### src/design/assert_macros.svh
// assertion macros used by the sequencer (nntt_ctrl)
`ifndef ASSERT_MACROS_SVH
`define ASSERT_MACROS_SVH
// check that a condition implies a consequence on the same edge
`define ASSERT_IMPL(label, clk, rst_n, ante, cons) \
    label: assert property (@(posedge clk) disable iff (!rst_n) (ante) |-> (cons)) \
        else $error("assertion failed");
// check that a condition implies a consequence on the next edge
`define ASSERT_NEXT(label, clk, rst_n, ante, cons) \
    label: assert property (@(posedge clk) disable iff (!rst_n) (ante) |=> (cons)) \
        else $error("assertion failed");
`endif

### src/design/nntt_pkg.sv
// package with constants and types of the track table
`default_nettype none
package nntt_pkg;
    localparam int MaxTracks = 16;
    localparam int IdxW = $clog2(MaxTracks);
    localparam int CntW = $clog2(MaxTracks + 1);

    localparam logic [1:0] OUT_MATCH = 2'd0;
    localparam logic [1:0] OUT_NEW   = 2'd1;
    localparam logic [1:0] OUT_DROP  = 2'd2;
    localparam logic [1:0] OUT_FRAME = 2'd3;

    localparam logic [0:0] CMD_DET   = 1'b0;
    localparam logic [0:0] CMD_FRAME = 1'b1;

    localparam logic [0:0] REG_GATE = 1'b0;
    localparam logic [0:0] REG_DROP = 1'b1;

    typedef struct packed {
        logic signed [15:0] cx;
        logic signed [15:0] cy;
        logic signed [16:0] vx;
        logic signed [16:0] vy;
        logic [7:0]         lost;
        logic [15:0]        id;
    } track_t;

    typedef struct packed {
        logic [0:0]  cmd;
        logic [15:0] pos_x;
        logic [15:0] pos_y;
    } in_item_t;

    typedef struct packed {
        logic [1:0]  outcome;
        logic [15:0] trk_id;
        logic [4:0]  live_count;
    } out_item_t;

    typedef struct packed {
        logic [0:0]  index;
        logic [14:0] data;
    } cfg_item_t;

    typedef struct packed {
        logic            we;
        logic [IdxW-1:0] waddr;
        track_t          wdata;
        logic [IdxW-1:0] raddr;
    } mem_ctl_t;
endpackage
`default_nettype wire

### src/design/nntt_stream_if.sv
// valid/ready channel interface carrying one payload
`default_nettype none
interface nntt_stream_if #(parameter type T = logic) (input wire logic clk);
    logic valid;
    logic ready;
    T     data;
    modport source (output valid, output data, input ready);
    modport sink (input valid, input data, output ready);
endinterface
`default_nettype wire

### src/design/nearest_neighbor_track_table_top.sv
// top level of the nearest neighbor track table
// detection: each live track is read in turn; an unmatched one also goes through S_MUL,
// then S_CMP and S_OUT give the result
// end of frame: compaction, one read and at most one write per cycle on the track memory
// one item at a time; the next item is taken the cycle after the result transaction
// async reset clears track count, matched flags, next id (1) and registers to defaults
`default_nettype none
module nearest_neighbor_track_table_top (
    input  wire logic clk,
    input  wire logic rst_n,
    nntt_stream_if.sink   in_ch,
    nntt_stream_if.source out_ch,
    nntt_stream_if.sink   cfg_ch
);
    import nntt_pkg::*;
    mem_ctl_t mem_ctl;
    track_t   rdata;

    nntt_ctrl u_ctrl (
        .clk(clk), .rst_n(rst_n),
        .in_valid(in_ch.valid), .in_ready(in_ch.ready), .in_data(in_ch.data),
        .out_valid(out_ch.valid), .out_ready(out_ch.ready), .out_data(out_ch.data),
        .cfg_valid(cfg_ch.valid), .cfg_ready(cfg_ch.ready), .cfg_data(cfg_ch.data),
        .mem_ctl(mem_ctl), .rdata(rdata)
    );

    nntt_track_ram u_ram (
        .clk(clk), .ctl(mem_ctl), .rdata(rdata)
    );
endmodule
`default_nettype wire

### src/design/nntt_track_ram.sv
// track record memory with registered read
`default_nettype none
module nntt_track_ram (
    input  wire logic               clk,
    input  wire nntt_pkg::mem_ctl_t ctl,
    output nntt_pkg::track_t        rdata
);
    import nntt_pkg::*;
    track_t mem [MaxTracks];

    always_ff @(posedge clk)
    begin
        if (ctl.we)
        begin
            mem[ctl.waddr] <= ctl.wdata;
        end
        rdata <= mem[ctl.raddr];
    end
endmodule
`default_nettype wire

### src/design/nntt_ctrl.sv
// sequencer that scans, matches, appends and compacts tracks
`default_nettype none
`include "assert_macros.svh"
module nntt_ctrl (
    input  wire logic               clk,
    input  wire logic               rst_n,
    input  wire logic               in_valid,
    output logic                    in_ready,
    input  wire nntt_pkg::in_item_t in_data,
    output logic                    out_valid,
    input  wire logic               out_ready,
    output nntt_pkg::out_item_t     out_data,
    input  wire logic               cfg_valid,
    output logic                    cfg_ready,
    input  wire nntt_pkg::cfg_item_t cfg_data,
    output nntt_pkg::mem_ctl_t      mem_ctl,
    input  wire nntt_pkg::track_t   rdata
);
    import nntt_pkg::*;

    typedef enum logic [2:0] {S_IDLE, S_SCAN, S_MUL, S_CMP, S_DEC, S_FRAME, S_OUT} state_t;

    state_t            state_reg;
    logic [14:0]       gate_reg;
    logic [7:0]        drop_reg;
    logic [CntW-1:0]   count_reg;
    logic [15:0]       next_id_reg;
    logic [MaxTracks-1:0] matched_reg;
    logic [CntW-1:0]   idx_reg;
    logic [CntW-1:0]   keep_reg;
    logic              rd_pend_reg;
    logic [IdxW-1:0]   rd_idx_reg;
    logic signed [15:0] px_reg, py_reg;
    logic              best_ok_reg;
    logic [IdxW-1:0]   best_reg;
    logic [34:0]       best_d2_reg;
    logic [33:0]       sqx_reg, sqy_reg;
    logic [IdxW-1:0]   sq_idx_reg;
    logic [29:0]       gate2_reg;
    logic [1:0]        oc_reg;
    logic [15:0]       oid_reg;
    track_t            best_trk_reg, sq_trk_reg;
    logic              we_reg;
    logic [IdxW-1:0]   waddr_reg;
    track_t            wdata_reg;

    logic signed [17:0] dx, dy;
    logic [7:0]         lost_inc;
    logic               scan_more;

    assign in_ready  = (state_reg == S_IDLE);
    assign cfg_ready = 1'b1;
    assign out_valid = (state_reg == S_OUT);
    assign out_data  = '{outcome: oc_reg, trk_id: oid_reg, live_count: 5'(count_reg)};

    assign dx = 18'(px_reg) - (18'(rdata.cx) + 18'(rdata.vx));
    assign dy = 18'(py_reg) - (18'(rdata.cy) + 18'(rdata.vy));
    assign lost_inc = (!matched_reg[rd_idx_reg] && rdata.lost != 8'hff) ?
                      rdata.lost + 8'd1 : rdata.lost;
    assign scan_more = (idx_reg < count_reg);

    always_comb
    begin
        mem_ctl.we    = we_reg;
        mem_ctl.waddr = waddr_reg;
        mem_ctl.wdata = wdata_reg;
        mem_ctl.raddr = idx_reg[IdxW-1:0];
        if (state_reg == S_DEC)
        begin
            mem_ctl.raddr = best_reg;
        end
    end

    always_ff @(posedge clk or negedge rst_n)
    begin
        if (!rst_n)
        begin
            state_reg   <= S_IDLE;
            gate_reg    <= 15'd2458;
            drop_reg    <= 8'd50;
            count_reg   <= '0;
            next_id_reg <= 16'd1;
            matched_reg <= '0;
            idx_reg     <= '0;
            keep_reg    <= '0;
            rd_pend_reg <= 1'b0;
            we_reg      <= 1'b0;
            best_ok_reg <= 1'b0;
        end
        else
        begin
            we_reg <= 1'b0;
            if (cfg_valid)
            begin
                case (cfg_data.index)
                    REG_GATE: gate_reg <= cfg_data.data;
                    REG_DROP: drop_reg <= cfg_data.data[7:0];
                    default: ;
                endcase
            end
            case (state_reg)
                S_IDLE:
                begin
                    if (in_valid)
                    begin
                        px_reg      <= in_data.pos_x;
                        py_reg      <= in_data.pos_y;
                        idx_reg     <= '0;
                        keep_reg    <= '0;
                        rd_pend_reg <= 1'b0;
                        best_ok_reg <= 1'b0;
                        gate2_reg   <= 30'(gate_reg) * 30'(gate_reg);
                        state_reg   <= (in_data.cmd == CMD_FRAME) ? S_FRAME : S_SCAN;
                    end
                end
                S_SCAN:
                begin
                    // read issued at idx, data next cycle
                    rd_pend_reg <= scan_more;
                    rd_idx_reg  <= idx_reg[IdxW-1:0];
                    if (scan_more)
                    begin
                        idx_reg <= idx_reg + 1'b1;
                    end
                    if (rd_pend_reg && !matched_reg[rd_idx_reg])
                    begin
                        sqx_reg    <= 34'(36'(dx) * 36'(dx));
                        sqy_reg    <= 34'(36'(dy) * 36'(dy));
                        sq_idx_reg <= rd_idx_reg;
                        sq_trk_reg <= rdata;
                        state_reg  <= S_MUL;
                    end
                    else if (!rd_pend_reg && !scan_more)
                    begin
                        state_reg <= S_CMP;
                    end
                end
                S_MUL:
                begin
                    // one compare per candidate; scan resumes afterwards
                    if (!best_ok_reg || 35'(sqx_reg) + 35'(sqy_reg) < best_d2_reg)
                    begin
                        best_ok_reg  <= 1'b1;
                        best_d2_reg  <= 35'(sqx_reg) + 35'(sqy_reg);
                        best_reg     <= sq_idx_reg;
                        best_trk_reg <= sq_trk_reg;
                    end
                    idx_reg     <= 5'(sq_idx_reg) + 1'b1;
                    rd_pend_reg <= 1'b0;
                    state_reg   <= S_SCAN;
                end
                S_CMP:
                begin
                    state_reg <= S_OUT;
                    if (best_ok_reg && best_d2_reg < 35'(gate2_reg))
                    begin
                        we_reg    <= 1'b1;
                        waddr_reg <= best_reg;
                        wdata_reg <= '{cx: px_reg, cy: py_reg,
                                       vx: 17'(px_reg) - 17'(best_trk_reg.cx),
                                       vy: 17'(py_reg) - 17'(best_trk_reg.cy),
                                       lost: 8'd0, id: best_trk_reg.id};
                        matched_reg[best_reg] <= 1'b1;
                        oc_reg  <= OUT_MATCH;
                        oid_reg <= best_trk_reg.id;
                    end
                    else if (count_reg >= CntW'(MaxTracks))
                    begin
                        oc_reg  <= OUT_DROP;
                        oid_reg <= '0;
                    end
                    else
                    begin
                        we_reg    <= 1'b1;
                        waddr_reg <= count_reg[IdxW-1:0];
                        wdata_reg <= '{cx: px_reg, cy: py_reg, vx: '0, vy: '0,
                                       lost: 8'd0, id: next_id_reg};
                        matched_reg[count_reg[IdxW-1:0]] <= 1'b1;
                        count_reg   <= count_reg + 1'b1;
                        next_id_reg <= next_id_reg + 16'd1;
                        oc_reg  <= OUT_NEW;
                        oid_reg <= next_id_reg;
                    end
                end
                S_FRAME:
                begin
                    // compaction: keep never passes idx, so writes trail reads
                    rd_pend_reg <= scan_more;
                    rd_idx_reg  <= idx_reg[IdxW-1:0];
                    if (scan_more)
                    begin
                        idx_reg <= idx_reg + 1'b1;
                    end
                    if (rd_pend_reg && lost_inc <= drop_reg)
                    begin
                        we_reg    <= 1'b1;
                        waddr_reg <= keep_reg[IdxW-1:0];
                        wdata_reg <= '{cx: rdata.cx, cy: rdata.cy, vx: rdata.vx,
                                       vy: rdata.vy, lost: lost_inc, id: rdata.id};
                        keep_reg  <= keep_reg + 1'b1;
                    end
                    if (!rd_pend_reg && !scan_more)
                    begin
                        count_reg   <= keep_reg;
                        matched_reg <= '0;
                        oc_reg      <= OUT_FRAME;
                        oid_reg     <= '0;
                        state_reg   <= S_OUT;
                    end
                end
                S_DEC:
                begin
                    state_reg <= S_OUT;
                end
                S_OUT:
                begin
                    if (out_ready)
                    begin
                        state_reg <= S_IDLE;
                    end
                end
                default: state_reg <= S_IDLE;
            endcase
        end
    end

    `ASSERT_IMPL(a_count_range, clk, rst_n, 1'b1, count_reg <= CntW'(MaxTracks))
    `ASSERT_IMPL(a_keep_le_idx, clk, rst_n, state_reg == S_FRAME, keep_reg <= idx_reg)
    `ASSERT_NEXT(a_out_hold, clk, rst_n, out_valid && !out_ready, out_valid && $stable(out_data))
endmodule
`default_nettype wire
### src/flat_wrapper.sv
// flat-port wrapper written by rule: the top's interface ports become plain ports
module nearest_neighbor_track_table_top_flat import nntt_pkg::*;
  (clk, rst_n, in_ch_valid, in_ch_data, in_ch_ready, out_ch_valid, out_ch_data, out_ch_ready, cfg_ch_valid, cfg_ch_data, cfg_ch_ready);
  nntt_stream_if in_ch_i (.clk(clk));
  nntt_stream_if out_ch_i (.clk(clk));
  nntt_stream_if cfg_ch_i (.clk(clk));
  input  wire logic clk;
  input  wire logic rst_n;
  input wire logic [$bits(in_ch_i.valid)-1:0] in_ch_valid;
  input wire logic [$bits(in_ch_i.data)-1:0] in_ch_data;
  output wire logic [$bits(in_ch_i.ready)-1:0] in_ch_ready;
  output wire logic [$bits(out_ch_i.valid)-1:0] out_ch_valid;
  output wire logic [$bits(out_ch_i.data)-1:0] out_ch_data;
  input wire logic [$bits(out_ch_i.ready)-1:0] out_ch_ready;
  input wire logic [$bits(cfg_ch_i.valid)-1:0] cfg_ch_valid;
  input wire logic [$bits(cfg_ch_i.data)-1:0] cfg_ch_data;
  output wire logic [$bits(cfg_ch_i.ready)-1:0] cfg_ch_ready;
  assign in_ch_i.valid = in_ch_valid;
  assign in_ch_i.data = in_ch_data;
  assign in_ch_ready = in_ch_i.ready;
  assign out_ch_valid = out_ch_i.valid;
  assign out_ch_data = out_ch_i.data;
  assign out_ch_i.ready = out_ch_ready;
  assign cfg_ch_i.valid = cfg_ch_valid;
  assign cfg_ch_i.data = cfg_ch_data;
  assign cfg_ch_ready = cfg_ch_i.ready;
  nearest_neighbor_track_table_top u_core (.clk(clk), .rst_n(rst_n), .in_ch(in_ch_i), .out_ch(out_ch_i), .cfg_ch(cfg_ch_i));
endmodule
### config.mk
export PLATFORM = sky130hd
export DESIGN_NAME = nearest_neighbor_track_table_top_flat
export DESIGN_NICKNAME = d
export VERILOG_FILES = /design/src/design/nntt_pkg.sv /design/src/design/nntt_stream_if.sv /design/src/design/nearest_neighbor_track_table_top.sv /design/src/design/nntt_track_ram.sv /design/src/design/nntt_ctrl.sv /design/src/flat_wrapper.sv
export VERILOG_INCLUDE_DIRS = /design/src /design/src/design
export SDC_FILE = /design/constraint.sdc
export NUM_CORES = 2
export LEC_CHECK = 0
export BUFFER_PORTS_ARGS = -buffer_cell sky130_fd_sc_hd__buf_2
export CAP_MARGIN = 25
export CORE_MARGIN = 5
export CORE_UTILIZATION = 45
export CTS_CLUSTER_DIAMETER = 50
export DETAILED_ROUTE_END_ITERATION = 10
export GPL_TIMING_DRIVEN = 0
export PLACE_DENSITY_LB_ADDON = 0.25
export SETUP_SLACK_MARGIN = 0.1
export SYNTH_ARGS = -nofsm -noshare
export SYNTH_HDL_FRONTEND = slang
export SYNTH_HIERARCHICAL = 1
export SYNTH_SLANG_ARGS = --single-unit
### constraint.sdc
create_clock -name clk -period 28.4 [get_ports clk]
set_clock_uncertainty 0.05 [all_clocks]
set_input_delay 1.42 -clock clk [delete_from_list [all_inputs] [get_ports clk]]
set_output_delay 1.42 -clock clk [all_outputs]
set_load 0.01 [all_outputs]
Word-level counts from Yosys, hierarchy flattened:

Memory sizes are Yosys's and may differ from the RTL's. A register that Yosys moved wholly into a read port is not among the register bits.
Index checks and enable logic that the tools add are counted.
Widths: inputs -> output; s select.

* bits in registers: 396
* memory bits (writable): 1440
* input port bits: 7
* output and inout port bits: 4
* word-level logic and storage cells: 156
* memories: 1

Memory list
* u_core.u_ram.mem: depth 16, width 90, rd ports 1, clocked after memory_dff 1, write ports 1, RTL line nntt_track_ram.sv:9 `track_t mem [MaxTracks];`

* $add $sub $neg: 13
* multipliers: 3
* $lt $le $gt $ge: 10
* equal/unequal tests: 17
* multiplexer cells: 45
* bitwise gates (word level): 4
* reductions and logical operators: 32

Operators by type and width (number)
* $mux 90: 3
* $pmux 90 s2: 1
* $mul 18x18->34: 2
* $mux 16: 3
* $add 16x17->18: 2
* $add 34x34->35: 1
* $lt 35x30->1: 1
* $lt 35x35->1: 1
* $or 16x16->16: 2
* $pmux 16 s2: 1
* $mux 5: 6
* $mul 12x12->24: 1
* $reduce_and 3->1: 8
* $pmux 5 s2: 2
* $pmux 3 s6: 1
* $sub 1x18->18 const A: 1
* $sub 2x18->18: 1
* $sub 1x16->17 const A: 1
* $sub 2x16->17: 1
* $add 16x1->16 const B: 1
* $mux 4: 4
* $add 5x1->5 const B: 3
* $lt 4x5->1 const B: 3
* $mux 3: 5
* other kinds (31): 69

Longest topological paths before layout:

* depth after elaboration: 9
* gate-level depth with buffers: 39
* depth with buffers taken out: 37

Modules after synthesis:

Netlist, hierarchy kept.

Modules (own cells, without submodules)
* nntt_track_ram: times used 1, cells an instance 2306, area an instance 55580.8 um^2, sequential area each 45043.2 um^2
* nntt_ctrl: times used 1, cells an instance 4875, area an instance 50332.0 um^2, sequential area each 13385.3 um^2
* nearest_neighbor_track_table_top: times used 1, cells an instance 1, area an instance 3.8 um^2, sequential area each 0.0 um^2

Least setup slack after synthesis:

No wires, ideal clock.

* path kind: register to register
* start: register u_core.u_ctrl.rd_idx_reg[0]
* end: register u_core.u_ctrl.wdata_reg, in the netlist u_core/u_ctrl/mem_ctl[10] (enable)
* setup time: 691 ps
* arrival time: 10019 ps
* data required time: 27659 ps
* slack: 17639 ps
* cell stages (with the launch flop): 14
* path buffers: 0
* period minus slack after synthesis: 10761 ps
* path through: edfxtp_1 > mux4_2 > mux4_2 > a31oi_2 > mux2_2 > ha_1 > nor2b_1 > o21ai_0 > a21oi_1 > o21ai_0 > nand3b_1 > a21oi_1 > inv_1 > a21boi_0

* cells in the longest elaborated chain, start to end: 9

Ends and longest elaborated chain
* from (decl): RTL line nntt_ctrl.sv:32 `logic [IdxW-1:0] rd_idx_reg;`
* from (signal assigned): RTL line nntt_ctrl.sv:120 `rd_idx_reg <= idx_reg[IdxW-1:0];`
* from (signal assigned): RTL line nntt_ctrl.sv:189 `rd_idx_reg <= idx_reg[IdxW-1:0];`
* $bmux 1 s4: RTL line nntt_ctrl.sv:58 `assign lost_inc = (!matched_reg[rd_idx_reg] && rdata.lost != 8'hff) ?`
* $mux 1 (not written as such): RTL line nntt_ctrl.sv:58
* $logic_not 1->1: RTL line nntt_ctrl.sv:58
* $logic_and 1x1->1: RTL line nntt_ctrl.sv:58
* $mux 8: RTL line nntt_ctrl.sv:58
* net u_core.u_ctrl.lost_inc[1]: RTL line nntt_ctrl.sv:48 `logic [7:0] lost_inc;`
* $le 8x6->1: RTL line nntt_ctrl.sv:194 `if (rd_pend_reg && lost_inc <= drop_reg)`
* $logic_and 1x1->1: RTL line nntt_ctrl.sv:194
* $ne 2x2->1 (no source line)
* $reduce_and 4->1 (no source line)
* to (signal assigned): RTL line nntt_ctrl.sv:159 `wdata_reg <= '{cx: px_reg, cy: py_reg,`
* to (signal assigned): RTL line nntt_ctrl.sv:176 `wdata_reg <= '{cx: px_reg, cy: py_reg, vx: '0, vy: '0,`
* to (signal assigned): RTL line nntt_ctrl.sv:198 `wdata_reg <= '{cx: rdata.cx, cy: rdata.cy, vx: rdata.vx,`
* to (decl): RTL line nntt_ctrl.sv:45 `track_t wdata_reg;`

The timed path passes the listed nets, and every way through them passes these cells. The select of a mux whose other input is x is not followed.
A chain may end at the register's enable or synchronous reset.

Final worst setup path:

* start: register, netlist name u_core/u_ram/rdata[30]
* end: register u_core.u_ctrl.sqy_reg[32] (data pin)

* cells in the longest elaborated chain, start to end: 3

Ends and longest elaborated chain
* $add 16x17->18: RTL line nntt_ctrl.sv:57 `assign dy = 18'(py_reg) - (18'(rdata.cy) + 18'(rdata.vy));`
* $sub 2x18->18: RTL line nntt_ctrl.sv:57
* $mul 18x18->34: RTL line nntt_ctrl.sv:128 `sqy_reg <= 34'(36'(dy) * 36'(dy));`
* to (signal assigned): RTL line nntt_ctrl.sv:128
* to (decl): RTL line nntt_ctrl.sv:37 `logic [33:0] sqx_reg, sqy_reg;`

No other way between the ends.

==> results.py <==
metrics = {
    "sta": {
        "tns_ps": 0,
        "rsz0062_at_grt": "no",
        "min_period_over_period": 0.3839,
        "slew_headroom": 0.2594,
        "setup_violations": 0,
        "holdWs_ps": 365.1,
        "fmax_ghz": 0.09172,
        "min_period_ps": 10900,
        "hold_viol_final": 0,
        "worst_pin_slew_ps": 1111,
        "slew_violations": 0,
    },
    "die": {
        "initial_utilization": 0.4532,
        "core-area_mm2": 0.2052,
        "ios": 11,
        "die_w_um": 464.6,
        "die_y_um": 464.6,
        "die-area_mm2": 0.2158,
        "rows": 166,
    },
    "placed_design": {
        "globalplace.congestion": 0.8786,
        "place_area_mm2": 0.09871,
        "port_buffers": 9,
        "dp_hpwl_um": 170300,
        "dp.cells": 9461,
    },
    "clock_tree": {
        "cts_tree": "yes",
        "ctsHoldBuffers": 0,
        "clkLatencyLatePin_ps": 820,
        "clkSlewWorstSetupHoldPaths_ps": 60,
        "cts.root.buffer_cell": "clkbuf_16",
        "clockBufferDepth": 3,
        "cts_max_level": 4,
        "cts_setup_buffers": 0,
        "post_cts_resized": 0,
        "cts_buffers": 183,
        "cts.sinks": 1634,
    },
    "synthesis": {
        "avgSynthCellArea_um2": 14.10,
        "ys.warnings.count": 6,
        "synthCells": 6594,
        "synth.cell_area_mm2": 0.09299,
    },
    "worst_setup_path": {
        "critPathSlowestCell": "xor2_1",
        "critical-path-max-stage-delay_ps": 700,
        "crit_fanout": 10,
        "critPathKind": "reg -> reg",
        "cp.arrival_ps": 11400,
        "timing.rr.start": "u_core/u_ram/rdata[30]",
        "cp_data_required_time_ps": 28900,
        "ff2ff_path_depth": 33,
        "cp-start-kind": "flop",
        "end_kind": "flop",
        "worstReg2RegEnd": "u_core/u_ctrl/sqy_reg[32]",
        "r2r_slack_ps": 17500,
    },
    "min_path": {
        "hold_class": "reg -> reg",
        "whs_endpoint": "u_core/u_ctrl/best_trk_reg[69]",
        "hold_depth": 0,
        "min_from": "u_core/u_ctrl/sq_trk_reg[69]",
    },
    "global_routing": {
        "grtUsageTotal": 0.2178,
        "grt-ovfl-total": 0,
        "grt_pass1_vias": 57190,
        "grt_max_degree": 70,
        "grt_pass1_wl_um": 355000,
        "antenna_found_initial": 6,
    },
    "cells_and_area": {
        "syn_to_final_growth_pct": 12.68,
        "finalInstanceArea_mm2": 0.1048,
        "nFillCells": 17190,
        "largest_reg_flops": 1184,
        "stdcell_count": 9807,
        "regMostFlops": "u_core/u_ram/mem",
        "fin_nets": 8173,
        "final_layout_size_suffix_gt1_frac": 0.1199,
    },
    "route": {
        "vias": 54350,
        "drcViolationCount": 0,
        "drt_iter0_drc": 4894,
        "drtPass1Iterations": 6,
        "routed_wl_um": 232600,
        "ant_nets": 0,
        "wl_per_cell_um": 23.72,
        "vias_per_cell": 5.542,
    },
    "run": {
        "maxCapViolCount": 0,
    },
    "run_status": {
        "outcome": "finished, final reports clean",
    },
}
==> how the worst max path moves through the flow <==
stage,from,endpoint,slack (ps),cells after the start
after detailed placement,u_core/u_ram/rdata[30],u_core/u_ctrl/sqy_reg[32],17570,33
after global placement,u_core/u_ctrl/rd_idx_reg[0],u_core/u_ctrl/mem_ctl[68],10510,13
after CTS,u_core/u_ram/rdata[30],u_core/u_ctrl/sqy_reg[32],17580,33
final,u_core/u_ram/rdata[30],u_core/u_ctrl/sqy_reg[32],17500,33
after global routing,u_core/u_ram/rdata[30],u_core/u_ctrl/sqy_reg[32],17020,33
after floorplan,u_core/u_ctrl/rd_idx_reg[0],u_core/u_ctrl/mem_ctl[20],18830,13
==> per-stage QoR <==
step / util / setup WS (ps)
6_report: 0.5106 / 17500
5_1_grt: 0.5106 / 17020
4_1_cts: 0.5106 / 17580
3_5_place_dp: 0.4810 / 17570
3_3_place_gp: 0.4708 / 10510
2_1_floorplan: - / 18830
==> routing by layer <==
layer | GRT usage | vias to the layer above | part of all wire | routed length [µm]
li1 | - | 23750 | - | -
met3 | 0.03277 | 358 | 0.066 | 15370
met5 | 0 | - | 0.000034 | 8
met1 | 0.2966 | 28340 | 0.41 | 95720
met4 | 0.06924 | 2 | 0.034 | 7918
met2 | 0.3628 | 1900 | 0.49 | 113600
==> cells in the final DEF (no fill, tap or decap), drive strengths merged, types with 83 or more instances in the layout <==
| cell type | count |
|---|---|
| clkinv | 83 |
| buf | 205 |
| a22oi | 151 |
| edfxtp | 1500 |
| inv | 1099 |
| xnor2 | 143 |
| o21ai | 156 |
| ha | 465 |
| fa | 743 |
| nand2 | 470 |
| mux4 | 301 |
| a21oi | 143 |
| clkbuf | 381 |
| and2 | 86 |
| a21o | 94 |
| nor2 | 315 |
==> final cells by class <==
| type | count | area (µm²) | area share |
|---|---|---|---|
| Multi-Input combinational cell | 3695 | 40180 | 0.3835 |
| Clock inverter | 106 | 1157 | 0.01104 |
| Inverter | 1095 | 4110 | 0.03922 |
| Timing Repair Buffer | 125 | 1984 | 0.01894 |
| Sequential cell | 1634 | 48040 | 0.4584 |
| Tap cell | 2688 | 3363 | 0.03210 |
| Buffer | 224 | 1032 | 0.009851 |
| Antenna cell | 3 | 7.507 | 0.00007164 |
| Clock buffer | 237 | 4913 | 0.04689 |
==> critical path, delay by kind of cell, from the launching register on <==
| kind | cells | cell delay [ps] |
|---|---|---|
| buf+inv | 8 | 990 |
| fa+ha+maj | 9 | 4390 |
| compound gates | 8 | 2740 |
| simple gates | 6 | 1200 |
| flops | 1 | 470 |
| xor+xnor | 2 | 800 |
Power is not shown: default switching activity piles up to over one toggle a cycle in this logic, so the estimate is an artifact.
